[src/rtl/aprd_pkg.sv]
// Shared constants, types and state encodings for the audio peak/RMS decimator.
package aprd_pkg;

   localparam int DEF_MAX_CHANNELS = 8;
   localparam int DEF_SAMPLE_BITS  = 16;
   localparam int DEF_COUNT_BITS   = 24;

   localparam int FPB_W           = 24;
   localparam int CHANNEL_COUNT_W = 4;
   localparam int CSR_DATA_W      = 24;

   localparam logic [FPB_W-1:0]           FPB_RESET           = 24'd1;
   localparam logic [CHANNEL_COUNT_W-1:0] CHANNEL_COUNT_RESET = 4'd2;

   localparam int CHAN_W       = 3;
   localparam int PEAK_W       = 11;
   localparam int RMS_W        = 10;
   localparam int RSP_FIELDS_W = CHAN_W + 2 * PEAK_W + RMS_W;
   localparam int RSP_DATA_W   = ((RSP_FIELDS_W + 7) / 8) * 8;

   localparam int PEAK_SCALE = 1000;

   localparam int                      SCALE_SQ_W = 20;
   localparam logic [SCALE_SQ_W-1:0]   SCALE_SQ   = 20'd1000000;
   localparam logic [RMS_W-1:0]        RMS_MAX    = 10'd1000;

   typedef enum logic {
      CSR_FRAMES_PER_BLOCK = 1'b0,
      CSR_CHANNEL_COUNT    = 1'b1
   } csr_index_type;

   typedef enum logic [2:0] {
      ST_IDLE,
      ST_UPDATE,
      ST_EMIT_START,
      ST_EMIT_WAIT,
      ST_EMIT_PUT
   } aprd_state_type;

   typedef enum logic [2:0] {
      PH_IDLE,
      PH_MUL,
      PH_DIV,
      PH_CLAMP,
      PH_ROOT,
      PH_DONE
   } rms_phase_type;

   typedef struct packed {
      logic load;
      logic update;
      logic clear;
   } stats_ctrl_type;

endpackage

[src/rtl/aprd_stats.sv]
// Per-channel max/min/sum-of-squares store with sample square and update stage.
module aprd_stats #(
   parameter int MAX_CHANNELS = aprd_pkg::DEF_MAX_CHANNELS,
   parameter int SAMPLE_BITS  = aprd_pkg::DEF_SAMPLE_BITS,
   parameter int COUNT_BITS   = aprd_pkg::DEF_COUNT_BITS,
   localparam int CH_W  = (MAX_CHANNELS > 1) ? $clog2(MAX_CHANNELS) : 1,
   localparam int SUM_W = 2 * SAMPLE_BITS + COUNT_BITS - 2
) (
   input  logic                          clock,
   input  logic                          reset,
   input  aprd_pkg::stats_ctrl_type      ctrl,
   input  logic [CH_W-1:0]               sel,
   input  logic signed [SAMPLE_BITS-1:0] sample,
   output logic signed [SAMPLE_BITS-1:0] rd_max,
   output logic signed [SAMPLE_BITS-1:0] rd_min,
   output logic [SUM_W-1:0]              rd_sumsq
);
   import aprd_pkg::*;

   localparam int SQ_W = 2 * SAMPLE_BITS - 1;
   localparam logic signed [SAMPLE_BITS-1:0] MAX_RESET = {1'b1, {(SAMPLE_BITS-1){1'b0}}};
   localparam logic signed [SAMPLE_BITS-1:0] MIN_RESET = {1'b0, {(SAMPLE_BITS-1){1'b1}}};

   logic signed [SAMPLE_BITS-1:0]   sample_ff;
   logic [SQ_W-1:0]                 sq_ff;
   logic signed [2*SAMPLE_BITS-1:0] sq_full;
   logic [SQ_W-1:0]                 sq_in;

   logic signed [SAMPLE_BITS-1:0] max_ff [MAX_CHANNELS];
   logic signed [SAMPLE_BITS-1:0] min_ff [MAX_CHANNELS];
   logic [SUM_W-1:0]              sum_ff [MAX_CHANNELS];
   logic [MAX_CHANNELS-1:0]       valid_ff;
   logic [MAX_CHANNELS-1:0]       valid_in;

   logic signed [SAMPLE_BITS-1:0] max_in;
   logic signed [SAMPLE_BITS-1:0] min_in;
   logic [SUM_W-1:0]              sum_in;

   assign sq_full = sample * sample;
   assign sq_in   = sq_full[SQ_W-1:0];

   assign rd_max   = valid_ff[sel] ? max_ff[sel] : MAX_RESET;
   assign rd_min   = valid_ff[sel] ? min_ff[sel] : MIN_RESET;
   assign rd_sumsq = valid_ff[sel] ? sum_ff[sel] : '0;

   assign max_in = (sample_ff > rd_max) ? sample_ff : rd_max;
   assign min_in = (sample_ff < rd_min) ? sample_ff : rd_min;
   assign sum_in = rd_sumsq + SUM_W'(sq_ff);

   always_comb begin
      valid_in = valid_ff;
      if (ctrl.clear) begin
         valid_in = '0;
      end else if (ctrl.update) begin
         valid_in[sel] = 1'b1;
      end
   end

   always_ff @(posedge clock) begin
      if (reset) begin
         valid_ff <= '0;
      end else begin
         valid_ff <= valid_in;
      end
   end

   always_ff @(posedge clock) begin
      if (ctrl.load) begin
         sample_ff <= sample;
         sq_ff     <= sq_in;
      end
      if (ctrl.update) begin
         max_ff[sel] <= max_in;
         min_ff[sel] <= min_in;
         sum_ff[sel] <= sum_in;
      end
   end

endmodule

[src/rtl/aprd_rms.sv]
// Bit-serial RMS unit: shift-add by 10^6, restoring divide by frame count, restoring sqrt.
module aprd_rms #(
   parameter int SAMPLE_BITS = aprd_pkg::DEF_SAMPLE_BITS,
   parameter int COUNT_BITS  = aprd_pkg::DEF_COUNT_BITS,
   localparam int SUM_W = 2 * SAMPLE_BITS + COUNT_BITS - 2
) (
   input  logic                       clock,
   input  logic                       reset,
   input  logic                       start,
   input  logic [SUM_W-1:0]           sumsq,
   input  logic [COUNT_BITS-1:0]      frames,
   output logic                       done,
   output logic [aprd_pkg::RMS_W-1:0] rms
);
   import aprd_pkg::*;

   localparam int PROD_W = SUM_W + SCALE_SQ_W;
   localparam int SHIFT  = 2 * (SAMPLE_BITS - 1);
   localparam int DIV_W  = PROD_W - SHIFT;
   localparam int STEP_W = $clog2(DIV_W);
   localparam int Y_W    = 2 * RMS_W;

   rms_phase_type phase_ff, phase_in;
   logic [STEP_W-1:0]     step_ff, step_in;
   logic [SUM_W-1:0]      sum_ff, sum_in;
   logic [SCALE_SQ_W-1:0] coef_ff, coef_in;
   logic [PROD_W-1:0]     acc_ff, acc_in;
   logic [COUNT_BITS-1:0] den_ff, den_in;
   logic [COUNT_BITS-1:0] rem_ff, rem_in;
   logic [DIV_W-1:0]      quo_ff, quo_in;
   logic [Y_W-1:0]        y_ff, y_in;
   logic [RMS_W-1:0]      root_ff, root_in;
   logic [RMS_W:0]        rrem_ff, rrem_in;

   logic [COUNT_BITS:0] div_trial;
   logic [COUNT_BITS:0] div_diff;
   logic                div_ge;
   logic [RMS_W+2:0]    rt_trial;
   logic [RMS_W+2:0]    rt_test;
   logic [RMS_W+2:0]    rt_diff;
   logic                rt_ge;
   logic                step_last;
   logic                over;

   assign div_trial = {rem_ff, acc_ff[PROD_W-1]};
   assign div_diff  = div_trial - {1'b0, den_ff};
   assign div_ge    = div_trial >= {1'b0, den_ff};

   assign rt_trial = {rrem_ff, y_ff[Y_W-1 -: 2]};
   assign rt_test  = {1'b0, root_ff, 2'b01};
   assign rt_diff  = rt_trial - rt_test;
   assign rt_ge    = rt_trial >= rt_test;

   assign step_last = (step_ff == '0);
   assign over      = quo_ff >= DIV_W'(SCALE_SQ);

   always_comb begin
      phase_in = phase_ff;
      unique case (phase_ff)
         PH_IDLE, PH_DONE: begin
            if (start) phase_in = PH_MUL;
         end
         PH_MUL: begin
            if (step_last) phase_in = PH_DIV;
         end
         PH_DIV: begin
            if (step_last) phase_in = PH_CLAMP;
         end
         PH_CLAMP: begin
            phase_in = over ? PH_DONE : PH_ROOT;
         end
         PH_ROOT: begin
            if (step_last) phase_in = PH_DONE;
         end
         default: begin
            phase_in = PH_IDLE;
         end
      endcase
   end

   always_comb begin
      step_in = step_ff;
      sum_in  = sum_ff;
      coef_in = coef_ff;
      acc_in  = acc_ff;
      den_in  = den_ff;
      rem_in  = rem_ff;
      quo_in  = quo_ff;
      y_in    = y_ff;
      root_in = root_ff;
      rrem_in = rrem_ff;
      unique case (phase_ff)
         PH_IDLE, PH_DONE: begin
            if (start) begin
               step_in = STEP_W'(SCALE_SQ_W - 1);
               sum_in  = sumsq;
               coef_in = SCALE_SQ;
               acc_in  = '0;
               den_in  = frames;
            end
         end
         PH_MUL: begin
            acc_in  = {acc_ff[PROD_W-2:0], 1'b0}
                      + (coef_ff[SCALE_SQ_W-1] ? PROD_W'(sum_ff) : '0);
            coef_in = {coef_ff[SCALE_SQ_W-2:0], 1'b0};
            step_in = step_ff - STEP_W'(1);
            if (step_last) begin
               step_in = STEP_W'(DIV_W - 1);
               rem_in  = '0;
               quo_in  = '0;
            end
         end
         PH_DIV: begin
            acc_in  = {acc_ff[PROD_W-2:0], 1'b0};
            rem_in  = div_ge ? div_diff[COUNT_BITS-1:0] : div_trial[COUNT_BITS-1:0];
            quo_in  = {quo_ff[DIV_W-2:0], div_ge};
            step_in = step_ff - STEP_W'(1);
         end
         PH_CLAMP: begin
            if (over) begin
               root_in = RMS_MAX;
            end else begin
               y_in    = quo_ff[Y_W-1:0];
               root_in = '0;
               rrem_in = '0;
               step_in = STEP_W'(RMS_W - 1);
            end
         end
         PH_ROOT: begin
            rrem_in = rt_ge ? rt_diff[RMS_W:0] : rt_trial[RMS_W:0];
            root_in = {root_ff[RMS_W-2:0], rt_ge};
            y_in    = {y_ff[Y_W-3:0], 2'b00};
            step_in = step_ff - STEP_W'(1);
         end
         default: begin
            step_in = '0;
         end
      endcase
   end

   assign done = (phase_ff == PH_DONE);
   assign rms  = root_ff;

   always_ff @(posedge clock) begin
      if (reset) begin
         phase_ff <= PH_IDLE;
         step_ff  <= '0;
      end else begin
         phase_ff <= phase_in;
         step_ff  <= step_in;
      end
   end

   always_ff @(posedge clock) begin
      sum_ff  <= sum_in;
      coef_ff <= coef_in;
      acc_ff  <= acc_in;
      den_ff  <= den_in;
      rem_ff  <= rem_in;
      quo_ff  <= quo_in;
      y_ff    <= y_in;
      root_ff <= root_in;
      rrem_ff <= rrem_in;
   end

endmodule

[src/rtl/audio_peak_rms_decimator.sv]
// Top level: channel tracking, block framing, result sequencing and output register.
//
//  port group  dir  word                              handshake
//  req_*       in   sample_value                      req_tvalid / req_tready
//  rsp_*       out  channel, peak_max, peak_min, rms  rsp_tvalid / rsp_tready, rsp_tlast
//  csr_*       in   register index, value             csr_valid / csr_ready (always ready)
//
// A sample is accepted, then a read-modify-write updates its channel entry.
// At block end each channel's result is worked out by the bit-serial multiply, divide
// and square root in aprd_rms; no samples are taken until the last channel's result
// is in the output register.
// Reset is synchronous; it clears control state and the entry valid bits at once.
// rsp_tready low holds the output register and stalls the next channel's result.
module audio_peak_rms_decimator #(
   parameter int MAX_CHANNELS = aprd_pkg::DEF_MAX_CHANNELS,
   parameter int SAMPLE_BITS  = aprd_pkg::DEF_SAMPLE_BITS,
   parameter int COUNT_BITS   = aprd_pkg::DEF_COUNT_BITS,
   localparam int REQ_DATA_W  = ((SAMPLE_BITS + 7) / 8) * 8
) (
   input  logic                            clock,
   input  logic                            reset,
   input  logic                            req_tvalid,
   output logic                            req_tready,
   input  logic [REQ_DATA_W-1:0]           req_tdata,   // sample_value
   output logic                            rsp_tvalid,
   input  logic                            rsp_tready,
   output logic [aprd_pkg::RSP_DATA_W-1:0] rsp_tdata,   // channel, peak_max, peak_min, rms_level
   output logic                            rsp_tlast,
   input  logic                            csr_valid,
   output logic                            csr_ready,
   input  aprd_pkg::csr_index_type         csr_index,
   input  logic [aprd_pkg::CSR_DATA_W-1:0] csr_data
);
   import aprd_pkg::*;

   localparam int CH_W   = (MAX_CHANNELS > 1) ? $clog2(MAX_CHANNELS) : 1;
   localparam int NCH_W  = $clog2(MAX_CHANNELS + 1);
   localparam int SUM_W  = 2 * SAMPLE_BITS + COUNT_BITS - 2;
   localparam int CMP_W  = (COUNT_BITS > FPB_W) ? COUNT_BITS : FPB_W;
   localparam int PK_W   = SAMPLE_BITS + 11;
   localparam logic [COUNT_BITS-1:0] COUNT_MAX = '1;

   function automatic logic signed [PEAK_W-1:0] scale_peak(
      input logic signed [SAMPLE_BITS-1:0] v);
      logic signed [PK_W-1:0] prod;
      logic signed [PK_W-1:0] biased;
      prod   = PK_W'(v) * signed'(PK_W'(PEAK_SCALE));
      biased = prod[PK_W-1] ? prod + signed'(PK_W'((1 << (SAMPLE_BITS - 1)) - 1)) : prod;
      return PEAK_W'(biased >>> (SAMPLE_BITS - 1));
   endfunction

   aprd_state_type state_ff, state_in;

   logic [FPB_W-1:0]           fpb_ff;
   logic [CHANNEL_COUNT_W-1:0] cc_ff;
   logic [CH_W-1:0]            pos_ff, pos_in;
   logic [COUNT_BITS-1:0]      fc_ff, fc_in;
   logic [CH_W-1:0]            emit_ch_ff, emit_ch_in;
   logic [NCH_W-1:0]           emit_n_ff, emit_n_in;
   logic signed [PEAK_W-1:0]   pmax_ff, pmin_ff;
   logic                       rsp_valid_ff, rsp_valid_in;
   logic [RSP_DATA_W-1:0]      rsp_data_ff, rsp_data_in;
   logic                       rsp_last_ff, rsp_last_in;

   logic [NCH_W-1:0]      n_eff;
   logic                  eof;
   logic [COUNT_BITS-1:0] fc_inc;
   logic                  emit_now;
   logic                  last_ch;
   logic                  out_free;
   logic                  out_load;
   logic                  rms_start;
   logic                  rms_done;
   logic [RMS_W-1:0]      rms_val;
   logic [CH_W-1:0]       sel;
   stats_ctrl_type        stats_ctrl;

   logic signed [SAMPLE_BITS-1:0] rd_max;
   logic signed [SAMPLE_BITS-1:0] rd_min;
   logic [SUM_W-1:0]              rd_sumsq;

   assign csr_ready = 1'b1;

   always_ff @(posedge clock) begin
      if (reset) begin
         fpb_ff <= FPB_RESET;
         cc_ff  <= CHANNEL_COUNT_RESET;
      end else if (csr_valid) begin
         unique case (csr_index)
            CSR_FRAMES_PER_BLOCK: fpb_ff <= csr_data[FPB_W-1:0];
            CSR_CHANNEL_COUNT:    cc_ff  <= csr_data[CHANNEL_COUNT_W-1:0];
         endcase
      end
   end

   always_comb begin
      if (cc_ff == '0) begin
         n_eff = NCH_W'(1);
      end else if (int'(cc_ff) > MAX_CHANNELS) begin
         n_eff = NCH_W'(MAX_CHANNELS);
      end else begin
         n_eff = NCH_W'(cc_ff);
      end
   end

   assign eof      = (int'(pos_ff) + 1) >= int'(n_eff);
   assign fc_inc   = (fc_ff == COUNT_MAX) ? fc_ff : fc_ff + COUNT_BITS'(1);
   assign emit_now = eof && ((CMP_W'(fc_inc) >= CMP_W'(fpb_ff)) || (fc_inc == COUNT_MAX));
   assign last_ch  = (int'(emit_ch_ff) + 1) == int'(emit_n_ff);
   assign out_free = !rsp_valid_ff || rsp_tready;

   // next state
   always_comb begin
      state_in = state_ff;
      unique case (state_ff)
         ST_IDLE: begin
            if (req_tvalid) state_in = ST_UPDATE;
         end
         ST_UPDATE: begin
            state_in = emit_now ? ST_EMIT_START : ST_IDLE;
         end
         ST_EMIT_START: begin
            state_in = ST_EMIT_WAIT;
         end
         ST_EMIT_WAIT: begin
            if (rms_done) state_in = ST_EMIT_PUT;
         end
         ST_EMIT_PUT: begin
            if (out_free) state_in = last_ch ? ST_IDLE : ST_EMIT_START;
         end
         default: begin
            state_in = ST_IDLE;
         end
      endcase
   end

   // state outputs
   always_comb begin
      req_tready        = 1'b0;
      stats_ctrl.load   = 1'b0;
      stats_ctrl.update = 1'b0;
      stats_ctrl.clear  = 1'b0;
      sel               = emit_ch_ff;
      rms_start         = 1'b0;
      out_load          = 1'b0;
      unique case (state_ff)
         ST_IDLE: begin
            req_tready      = 1'b1;
            stats_ctrl.load = req_tvalid;
         end
         ST_UPDATE: begin
            stats_ctrl.update = 1'b1;
            sel               = pos_ff;
         end
         ST_EMIT_START: begin
            rms_start = 1'b1;
         end
         ST_EMIT_WAIT: begin
         end
         ST_EMIT_PUT: begin
            out_load         = out_free;
            stats_ctrl.clear = out_free && last_ch;
         end
         default: begin
         end
      endcase
   end

   always_comb begin
      pos_in     = pos_ff;
      fc_in      = fc_ff;
      emit_ch_in = emit_ch_ff;
      emit_n_in  = emit_n_ff;
      if (stats_ctrl.update) begin
         pos_in = eof ? '0 : pos_ff + CH_W'(1);
         if (eof) fc_in = fc_inc;
         if (emit_now) begin
            emit_ch_in = '0;
            emit_n_in  = n_eff;
         end
      end
      if (out_load) begin
         if (last_ch) begin
            fc_in = '0;
         end else begin
            emit_ch_in = emit_ch_ff + CH_W'(1);
         end
      end
   end

   always_comb begin
      rsp_valid_in = rsp_valid_ff && !rsp_tready;
      rsp_data_in  = rsp_data_ff;
      rsp_last_in  = rsp_last_ff;
      if (out_load) begin
         rsp_valid_in = 1'b1;
         rsp_data_in  = RSP_DATA_W'({rms_val, pmin_ff, pmax_ff, CHAN_W'(emit_ch_ff)});
         rsp_last_in  = last_ch;
      end
   end

   always_ff @(posedge clock) begin
      if (reset) begin
         state_ff     <= ST_IDLE;
         pos_ff       <= '0;
         fc_ff        <= '0;
         emit_ch_ff   <= '0;
         emit_n_ff    <= '0;
         rsp_valid_ff <= 1'b0;
      end else begin
         state_ff     <= state_in;
         pos_ff       <= pos_in;
         fc_ff        <= fc_in;
         emit_ch_ff   <= emit_ch_in;
         emit_n_ff    <= emit_n_in;
         rsp_valid_ff <= rsp_valid_in;
      end
   end

   always_ff @(posedge clock) begin
      if (rms_start) begin
         pmax_ff <= scale_peak(rd_max);
         pmin_ff <= scale_peak(rd_min);
      end
      rsp_data_ff <= rsp_data_in;
      rsp_last_ff <= rsp_last_in;
   end

   assign rsp_tvalid = rsp_valid_ff;
   assign rsp_tdata  = rsp_data_ff;
   assign rsp_tlast  = rsp_last_ff;

   aprd_stats #(
      .MAX_CHANNELS (MAX_CHANNELS),
      .SAMPLE_BITS  (SAMPLE_BITS),
      .COUNT_BITS   (COUNT_BITS)
   ) u_stats (
      .clock    (clock),
      .reset    (reset),
      .ctrl     (stats_ctrl),
      .sel      (sel),
      .sample   (signed'(req_tdata[SAMPLE_BITS-1:0])),
      .rd_max   (rd_max),
      .rd_min   (rd_min),
      .rd_sumsq (rd_sumsq)
   );

   aprd_rms #(
      .SAMPLE_BITS (SAMPLE_BITS),
      .COUNT_BITS  (COUNT_BITS)
   ) u_rms (
      .clock  (clock),
      .reset  (reset),
      .start  (rms_start),
      .sumsq  (rd_sumsq),
      .frames (fc_ff),
      .done   (rms_done),
      .rms    (rms_val)
   );

   a_accept_then_update: assert property (@(posedge clock) disable iff (reset)
      req_tvalid && req_tready |=> state_ff == ST_UPDATE)
      else $error("accepted sample not followed by entry update");

   a_pos_in_range: assert property (@(posedge clock) disable iff (reset)
      int'(pos_ff) < MAX_CHANNELS)
      else $error("channel position out of range");

   a_rms_limit: assert property (@(posedge clock) disable iff (reset)
      rms_done |-> rms_val <= RMS_MAX)
      else $error("rms result above limit");

   a_block_restart: assert property (@(posedge clock) disable iff (reset)
      state_ff == ST_EMIT_PUT && out_free && last_ch |=> fc_ff == '0 && state_ff == ST_IDLE)
      else $error("frame count not cleared after last result");

endmodule
[config.mk]
export PLATFORM = sky130hd
export DESIGN_NAME = audio_peak_rms_decimator
export DESIGN_NICKNAME = d
export VERILOG_FILES = /design/src/rtl/aprd_pkg.sv /design/src/rtl/aprd_stats.sv /design/src/rtl/aprd_rms.sv /design/src/rtl/audio_peak_rms_decimator.sv
export SDC_FILE = /design/constraint.sdc
export NUM_CORES = 2
export LEC_CHECK = 0
export ABC_AREA = 1
export BUFFER_PORTS_ARGS = -buffer_cell sky130_fd_sc_hd__buf_4
export CAP_MARGIN = 20
export CORE_ASPECT_RATIO = 0.5
export CORE_UTILIZATION = 25
export CTS_CLUSTER_SIZE = 12
export DETAILED_ROUTE_END_ITERATION = 10
export GPL_ROUTABILITY_DRIVEN = 0
export PLACE_DENSITY_LB_ADDON = 0.08
export SLEW_MARGIN = 20
export SYNTH_ARGS = -nofsm -noshare
export SYNTH_HDL_FRONTEND = slang
export SYNTH_HIERARCHICAL = 1
export SYNTH_SLANG_ARGS = --single-unit
[constraint.sdc]
create_clock -name clock -period 15.4 [get_ports clock]
set_clock_uncertainty 0.2 [all_clocks]
set_input_delay 2.31 -clock clock [delete_from_list [all_inputs] [get_ports clock]]
set_output_delay 2.31 -clock clock [all_outputs]
set_load 0.02 [all_outputs]
Word level (Yosys, flattened, before mapping)
Memories as Yosys holds them, arrays and structs flattened.
Index checks and enable logic that the tools add are counted.
{ "classes": {"add_sub_neg": 12, "n_reduce_logical": 30, "eq_ne": 20, "mul": 3, "order_cmp": 10, "mux": 66, "n_bitwise": 2} }
{ "ops": {"columns": ["cell", "n"], "rows": [
  ["case mux 74 bit (3 select lines)", 1],
  ["2-to-1 mux 24 bit", 7],
  ["2-to-1 mux 54 bit", 2],
  ["case mux 44 bit (2 select lines)", 1],
  ["case mux 20 bit (2 select lines)", 2],
  ["adder 74 bit", 1],
  ["2-to-1 mux 74 bit", 1],
  ["2-to-1 mux 16 bit", 4],
  ["adder 54 x 31 -> 54 bit", 1],
  ["adder 26 x 16 -> 26 bit (second input constant)", 2],
  ["2-to-1 mux 26 bit", 2],
  ["== test 24 bit (second input constant)", 2],
  ["multiplier 16 x 8 -> 24 bit (second input constant)", 2],
  ["case mux 24 bit (2 select lines)", 1],
  ["greater-or-equal comparator 44 x 20 -> 1 bit (second input constant)", 1],
  ["2-to-1 mux 44 bit", 1],
  ["2-to-1 mux 20 bit", 2],
  ["2-to-1 mux 3 bit", 13],
  ["multiplier 16 x 16 -> 31 bit", 1],
  ["case mux 3 bit (5 select lines)", 2],
  ["greater-or-equal comparator 25 x 24 -> 1 bit", 1],
  ["adder 24 x 1 -> 24 bit (second input constant)", 1],
  ["greater-or-equal comparator 24 bit", 1],
  ["case mux 6 bit (4 select lines)", 1],
  ["42 further kinds", 90]
]} }
{ "totals": {"output_inout_bits": 44, "wordCells": 172, "ff_bits": 469, "ram_bits": 688, "memories": 3} }
{ "mem_list": {"columns": ["memory", "depth", "word_bits", "read_ports", "rd_ports_with_merged_regs", "write_ports", "line", "source"], "rows": [
  ["u_stats.sum_ff", 8, 54, 1, 0, 1, "aprd_stats.sv:31", "logic [SUM_W-1:0] sum_ff [MAX_CHANNELS];"],
  ["u_stats.max_ff", 8, 16, 1, 0, 1, "aprd_stats.sv:29", "logic signed [SAMPLE_BITS-1:0] max_ff [MAX_CHANNELS];"],
  ["u_stats.min_ff", 8, 16, 1, 0, 1, "aprd_stats.sv:30", "logic signed [SAMPLE_BITS-1:0] min_ff [MAX_CHANNELS];"]
]} }

Depth between registers and ports, before layout
{ "logic_depth": {"ltp_word": 9, "ltp_mapped": 43, "depth_no_buf": 39} }

Hierarchy
Netlist, hierarchy kept.
{ "modules_own_cells": {"columns": ["module", "n_inst", "area_per_inst_um2", "seq_area_each_um2", "cells_per_inst"], "rows": [
  ["aprd_stats", 1, 41282.1, 22171.3, 3875],
  ["aprd_rms", 1, 18714.2, 8438.1, 2505],
  ["audio_peak_rms_decimator", 1, 13395.3, 3062.9, 1710]
]} }

Worst setup path after synthesis
No wires, ideal clock.
{ "synth_path": {"path_type": "input -> register", "startpoint": "in req_tdata[4]", "endpoint": "reg u_stats.sq_ff[29] (data pin)", "t_arrival_ns": 7.662, "required_time_ns": 14.935, "setup_time_ns": 0.265, "path_stages": 20, "path_slack_ns": 7.273, "cell_sequence": "clkbuf_1 clkbuf_1 nand2_1 inv_1 fa_1 fa_1 inv_1 fa_1 fa_1 fa_1 fa_1 inv_1 ha_1 a21oi_1 nor2_1 a211oi_1 o31ai_1 a21oi_1 o21ai_0 xor2_1"} }
{ "synth_between": {"elab_chain_len": 1} }
{ "synth_lines": {"columns": ["element", "line", "source"], "rows": [
  ["start, declared", "audio_peak_rms_decimator.sv:24", "input logic [REQ_DATA_W-1:0] req_tdata,"],
  ["multiplier 16 x 16 -> 31 bit", "aprd_stats.sv:39", "assign sq_full = sample * sample;"],
  ["net u_stats.sq_full[29]", "aprd_stats.sv:26", "logic signed [2*SAMPLE_BITS-1:0] sq_full;"],
  ["end signal, assigned", "aprd_stats.sv:70", "sq_ff <= sq_in;"],
  ["end, declared", "aprd_stats.sv:25", "logic [SQ_W-1:0] sq_ff;"]
]} }
The timed path passes the listed nets, and every way through them passes these cells.
A chain may end at the register's enable or synchronous reset.

Worst setup path in the final report
{ "layout_path": {"startpoint": "reg state_ff[1]", "endpoint": "reg pmin_ff[4] (data pin)"} }
{ "layout_between": {"elab_chain_len": 8, "word_cells_on_any_way": 9, "classes_between": "1 x add/sub; 1 x mul; 1 x eq/ne; 5 x mux; 1 x memory"} }
{ "layout_lines": {"columns": ["element", "line", "source"], "rows": [
  ["start, declared", "audio_peak_rms_decimator.sv:52", "aprd_state_type state_ff, state_in;"],
  ["start signal, assigned", "audio_peak_rms_decimator.sv:211", "state_ff <= state_in;"],
  ["== test 3 x 1 -> 1 bit (*)", "audio_peak_rms_decimator.sv:146", "unique case (state_ff)"],
  ["2-to-1 mux 3 bit (*)", "audio_peak_rms_decimator.sv:146", null],
  ["net sel[1]", "audio_peak_rms_decimator.sv:75", "logic [CH_W-1:0] sel;"],
  ["binary-select mux 1 bit (select 3 bit)", "aprd_stats.sv:43", "assign rd_min = valid_ff[sel] ? min_ff[sel] : MIN_RESET;"],
  ["2-to-1 mux 1 bit (implied by the code)", "aprd_stats.sv:43", null],
  ["2-to-1 mux 16 bit (*)", "aprd_stats.sv:43", null],
  ["net rd_min[15]", "audio_peak_rms_decimator.sv:79", "logic signed [SAMPLE_BITS-1:0] rd_min;"],
  ["multiplier 16 x 8 -> 24 bit (*)", "audio_peak_rms_decimator.sv:47", "prod = PK_W'(v) * signed'(PK_W'(PEAK_SCALE));"],
  ["adder 26 x 16 -> 26 bit", "audio_peak_rms_decimator.sv:48", "biased = prod[PK_W-1] ? prod + signed'(PK_W'((1 << (SAMPLE_BITS - 1)) - 1)) : prod;"],
  ["2-to-1 mux 26 bit (*)", "audio_peak_rms_decimator.sv:48", null],
  ["end signal, assigned", "audio_peak_rms_decimator.sv:223", "pmin_ff <= scale_peak(rd_min);"],
  ["end, declared", "audio_peak_rms_decimator.sv:60", "logic signed [PEAK_W-1:0] pmax_ff, pmin_ff;"]
]} }
The timed path passes the listed nets; every way through them passes the cells marked *. The select of a mux whose other input is x is not followed.

==> results.ini <==
[run_status]
outcome = complete, no violations

[worst_setup_path]
crit_type = flop to flop
crit_slowest_cell = o21ai_1
crit_required_ns = 15.75
cp-end-kind = flop
r2r-end = pmin_ff[4]
reg2reg_setup_slack_ns = 5.72
critical_path.max_fanout = 41
reg2reg_depth = 31
cpPeakStageDelay_ns = 0.88
worstPathArrival_ns = 10.03
cp_common_cell = inv_1
r2r_start = state_ff[1]
setup.worst_path.start_class = flop

[place]
placedCellCount = 11920
placed_area_mm2 = 0.07846
dp_slack_ns = 5.526
io_buffer_count = 83
dp_hpwl_um = 167800

[yosys]
synth_edf_count = 1066
synth_ff_type = edfxtp_1
yosysMostFrequentCell = nand2_1
yosys.area.top_type = edfxtp_1
synth_warnings = 6
synth_top_cell_area_share_pct = 43.62
ys_top_cells_by_area = edfxtp_1 44%, fa_1 9.5%, nand2_1 8.5%
yosysSeqAreaShare_pct = 45.88
ys_async_sr_fraction_pct = 0
synth_commonest_cells = 1,662 x nand2_1, 1,526 x inv_1, 1,066 x edfxtp_1
synth-seq-cells = 1149
syn_area_mm2 = 0.07339
synth_cell_types = 68
synthCells = 8090
avgSynthCellArea_um2 = 9.072

[route]
drt_drc_violations_left = 0
highest_layer = met4
wirelength_met1_um = 123300
route.met2.wl_um = 99520
wirelength_um = 233500
vias_per_cell = 4.336
vias = 52710
initialDrtViolationCount = 3616
final_antenna_net_count = 0
wl_met3_um = 7283
drtPass1Iterations = 6
wl_per_cell_um = 19.21

[sta]
setup_viol = 0
layout_min_cycle_time_ns = 9.678
hold_viol = 0
max_freq_mhz = 103.3
drv_slew = 0
fin_crit_sh_pct = 62.84
setup_tns_ns = 0
grt_setup_unrepaired = no
slew_headroom_pct = 29.87
tightest_slew_ns = 1.045
fin_ws_ns = 5.722
whs_ns = 0.2109

[worst_hold_path]
hp-start = pmin_ff[1]
whs_path_depth = 0
whs_endpoint = rsp_tdata[15]
hp-class = flop to flop

[clocking]
cts_root_buf = clkbuf_16
cts.clk_slew.worst_paths_ns = 0.07
cts_htree_levels = 4
cts_sinks = 1149
cts_tree = done
hold_buffers = 0
cts_setup_buffers = 0
cts_buffer_depth = 4
cts_resized = 0
clock_latency_ns = 0.82
numCtsBuffers = 138

[grt]
grtUsageTotal_pct = 15.53
antenna_found_initial = 14
grt_pass1_wl_um = 349300
grt_pass1_vias = 53690
grt-ovfl-total = 0
grt_max_degree = 123

[power_and_ir_drop]
total_power_mw = 17.66
p_leak_nw = 35.72
ir_drop_mv = 0.1716
power_density_mw_per_mm2 = 213.9
power_switching_mw = 8.131
internal_power_mw = 9.529
netSwitchingFraction_pct = 46.04
clockPowerShare_pct = 17.7
p_comb_share_pct = 55.9
pwr-share-seq_pct = 26.4

[floorplan]
die_w_um = 768.2
fp-row-count = 140
ios = 90
die_h_um = 385.1
core-area_mm2 = 0.2915
die-area_mm2 = 0.2959
initial_utilization_pct = 25.18

[finish]
fin_area_mm2 = 0.08256
layout.cells.non_filler = 12160
syn_to_final_growth_pct = 12.50
drive_above_1_share_pct = 5.819
nNetsFinal = 8955
utilization_pct = 28.33

[job]
cap_violations = 0

cell families (layout without fill, tap and decap cells):
group	after synthesis	in the layout	synth area share [%]
simple gates	3112	3112	17.69
fa+ha+maj	751	751	16.38
xor+xnor	182	182	2.172
compound gates	1136	1136	8.512
flops	1149	1149	45.88
other cells	2	7	0.01023
buf+inv	1758	1913	9.348
state kept, by name, summed over array words and instances (netlist names), 8 cells and up:
name	flops
u_rms/rms	10
u_rms/coef_ff	14
u_stats/sq_ff	29
u_rms/acc_ff	74
u_stats/valid_ff	8
u_stats/sample_ff	16
pmin_ff	11
u_rms/quo_ff	44
u_rms/y_ff	20
u_rms/rem_ff	24
u_stats/sum_ff	432
fc_ff	24
rsp_tdata	35
u_rms/sum_ff	54
pmax_ff	11
u_rms/rrem_ff	11
fpb_ff	24
u_stats/min_ff	128
u_rms/den_ff	24
u_stats/max_ff	128
power by group through the flow:
stage	Sequential, mW	Clock, mW	Combinational [mW]
after detailed placement	4.73	0	10.0
final	4.66	3.13	9.87
after global routing	4.71	3.37	11.4
after global placement	4.74	0	10.1
after floorplan	4.60	0	7.26
after CTS	4.67	3.26	10.1
critical path, delay by kind of cell (launching register included):
family	cells	cell delay [ns]
adder cells (fa/ha/maj)	5	2.37
XOR/XNOR	2	0.45
buffers and inverters	10	1.94
AO/OA/AOI/OAI	4	1.40
flip-flops	1	0.36
AND/OR/NAND/NOR	10	2.68
final cells by class:
class	count	area [µm²]
Antenna cell	1	2.502
Clock buffer	176	3712
Clock inverter	55	384.1
Fill cell	31300	208900
Inverter	1542	5811
Multi-Input combinational cell	5187	33010
Sequential cell	1149	33670
Tap cell	3905	4886
Timing Repair Buffer	140	1084
cell usage in the layout (no fill, tap or decap), drive strengths merged, types with 83 or more instances in the layout:
cell type / n
a21oi: 375
buf: 140
clkbuf: 176
dfxtp: 83
edfxtp: 1066
fa: 350
ha: 401
inv: 1541
nand2: 1696
nand3: 279
nor2: 897
o21ai: 534
xor2: 109
routing by layer:
layer,GRT usage (%),vias up
met3,1.977,213
met2,24.05,623
met5,0,-
met4,2.476,0
met1,23.42,25600
li1,-,26270
worst max-delay path by stage:
stage / from / to / slack, ns / depth (start not counted)
2_1_floorplan: req_tdata[4] / u_stats/sq_ff[29] / 7.27 / 20
3_3_place_gp: state_ff[1] / pmin_ff[10] / 5.70 / 32
3_5_place_dp: state_ff[1] / pmin_ff[10] / 5.53 / 32
4_1_cts: state_ff[1] / pmin_ff[10] / 5.49 / 32
5_1_grt: state_ff[0] / pmin_ff[6] / 4.84 / 32
6_report: state_ff[1] / pmin_ff[4] / 5.72 / 31
No activity file was read; power rests on OpenSTA's default activity.
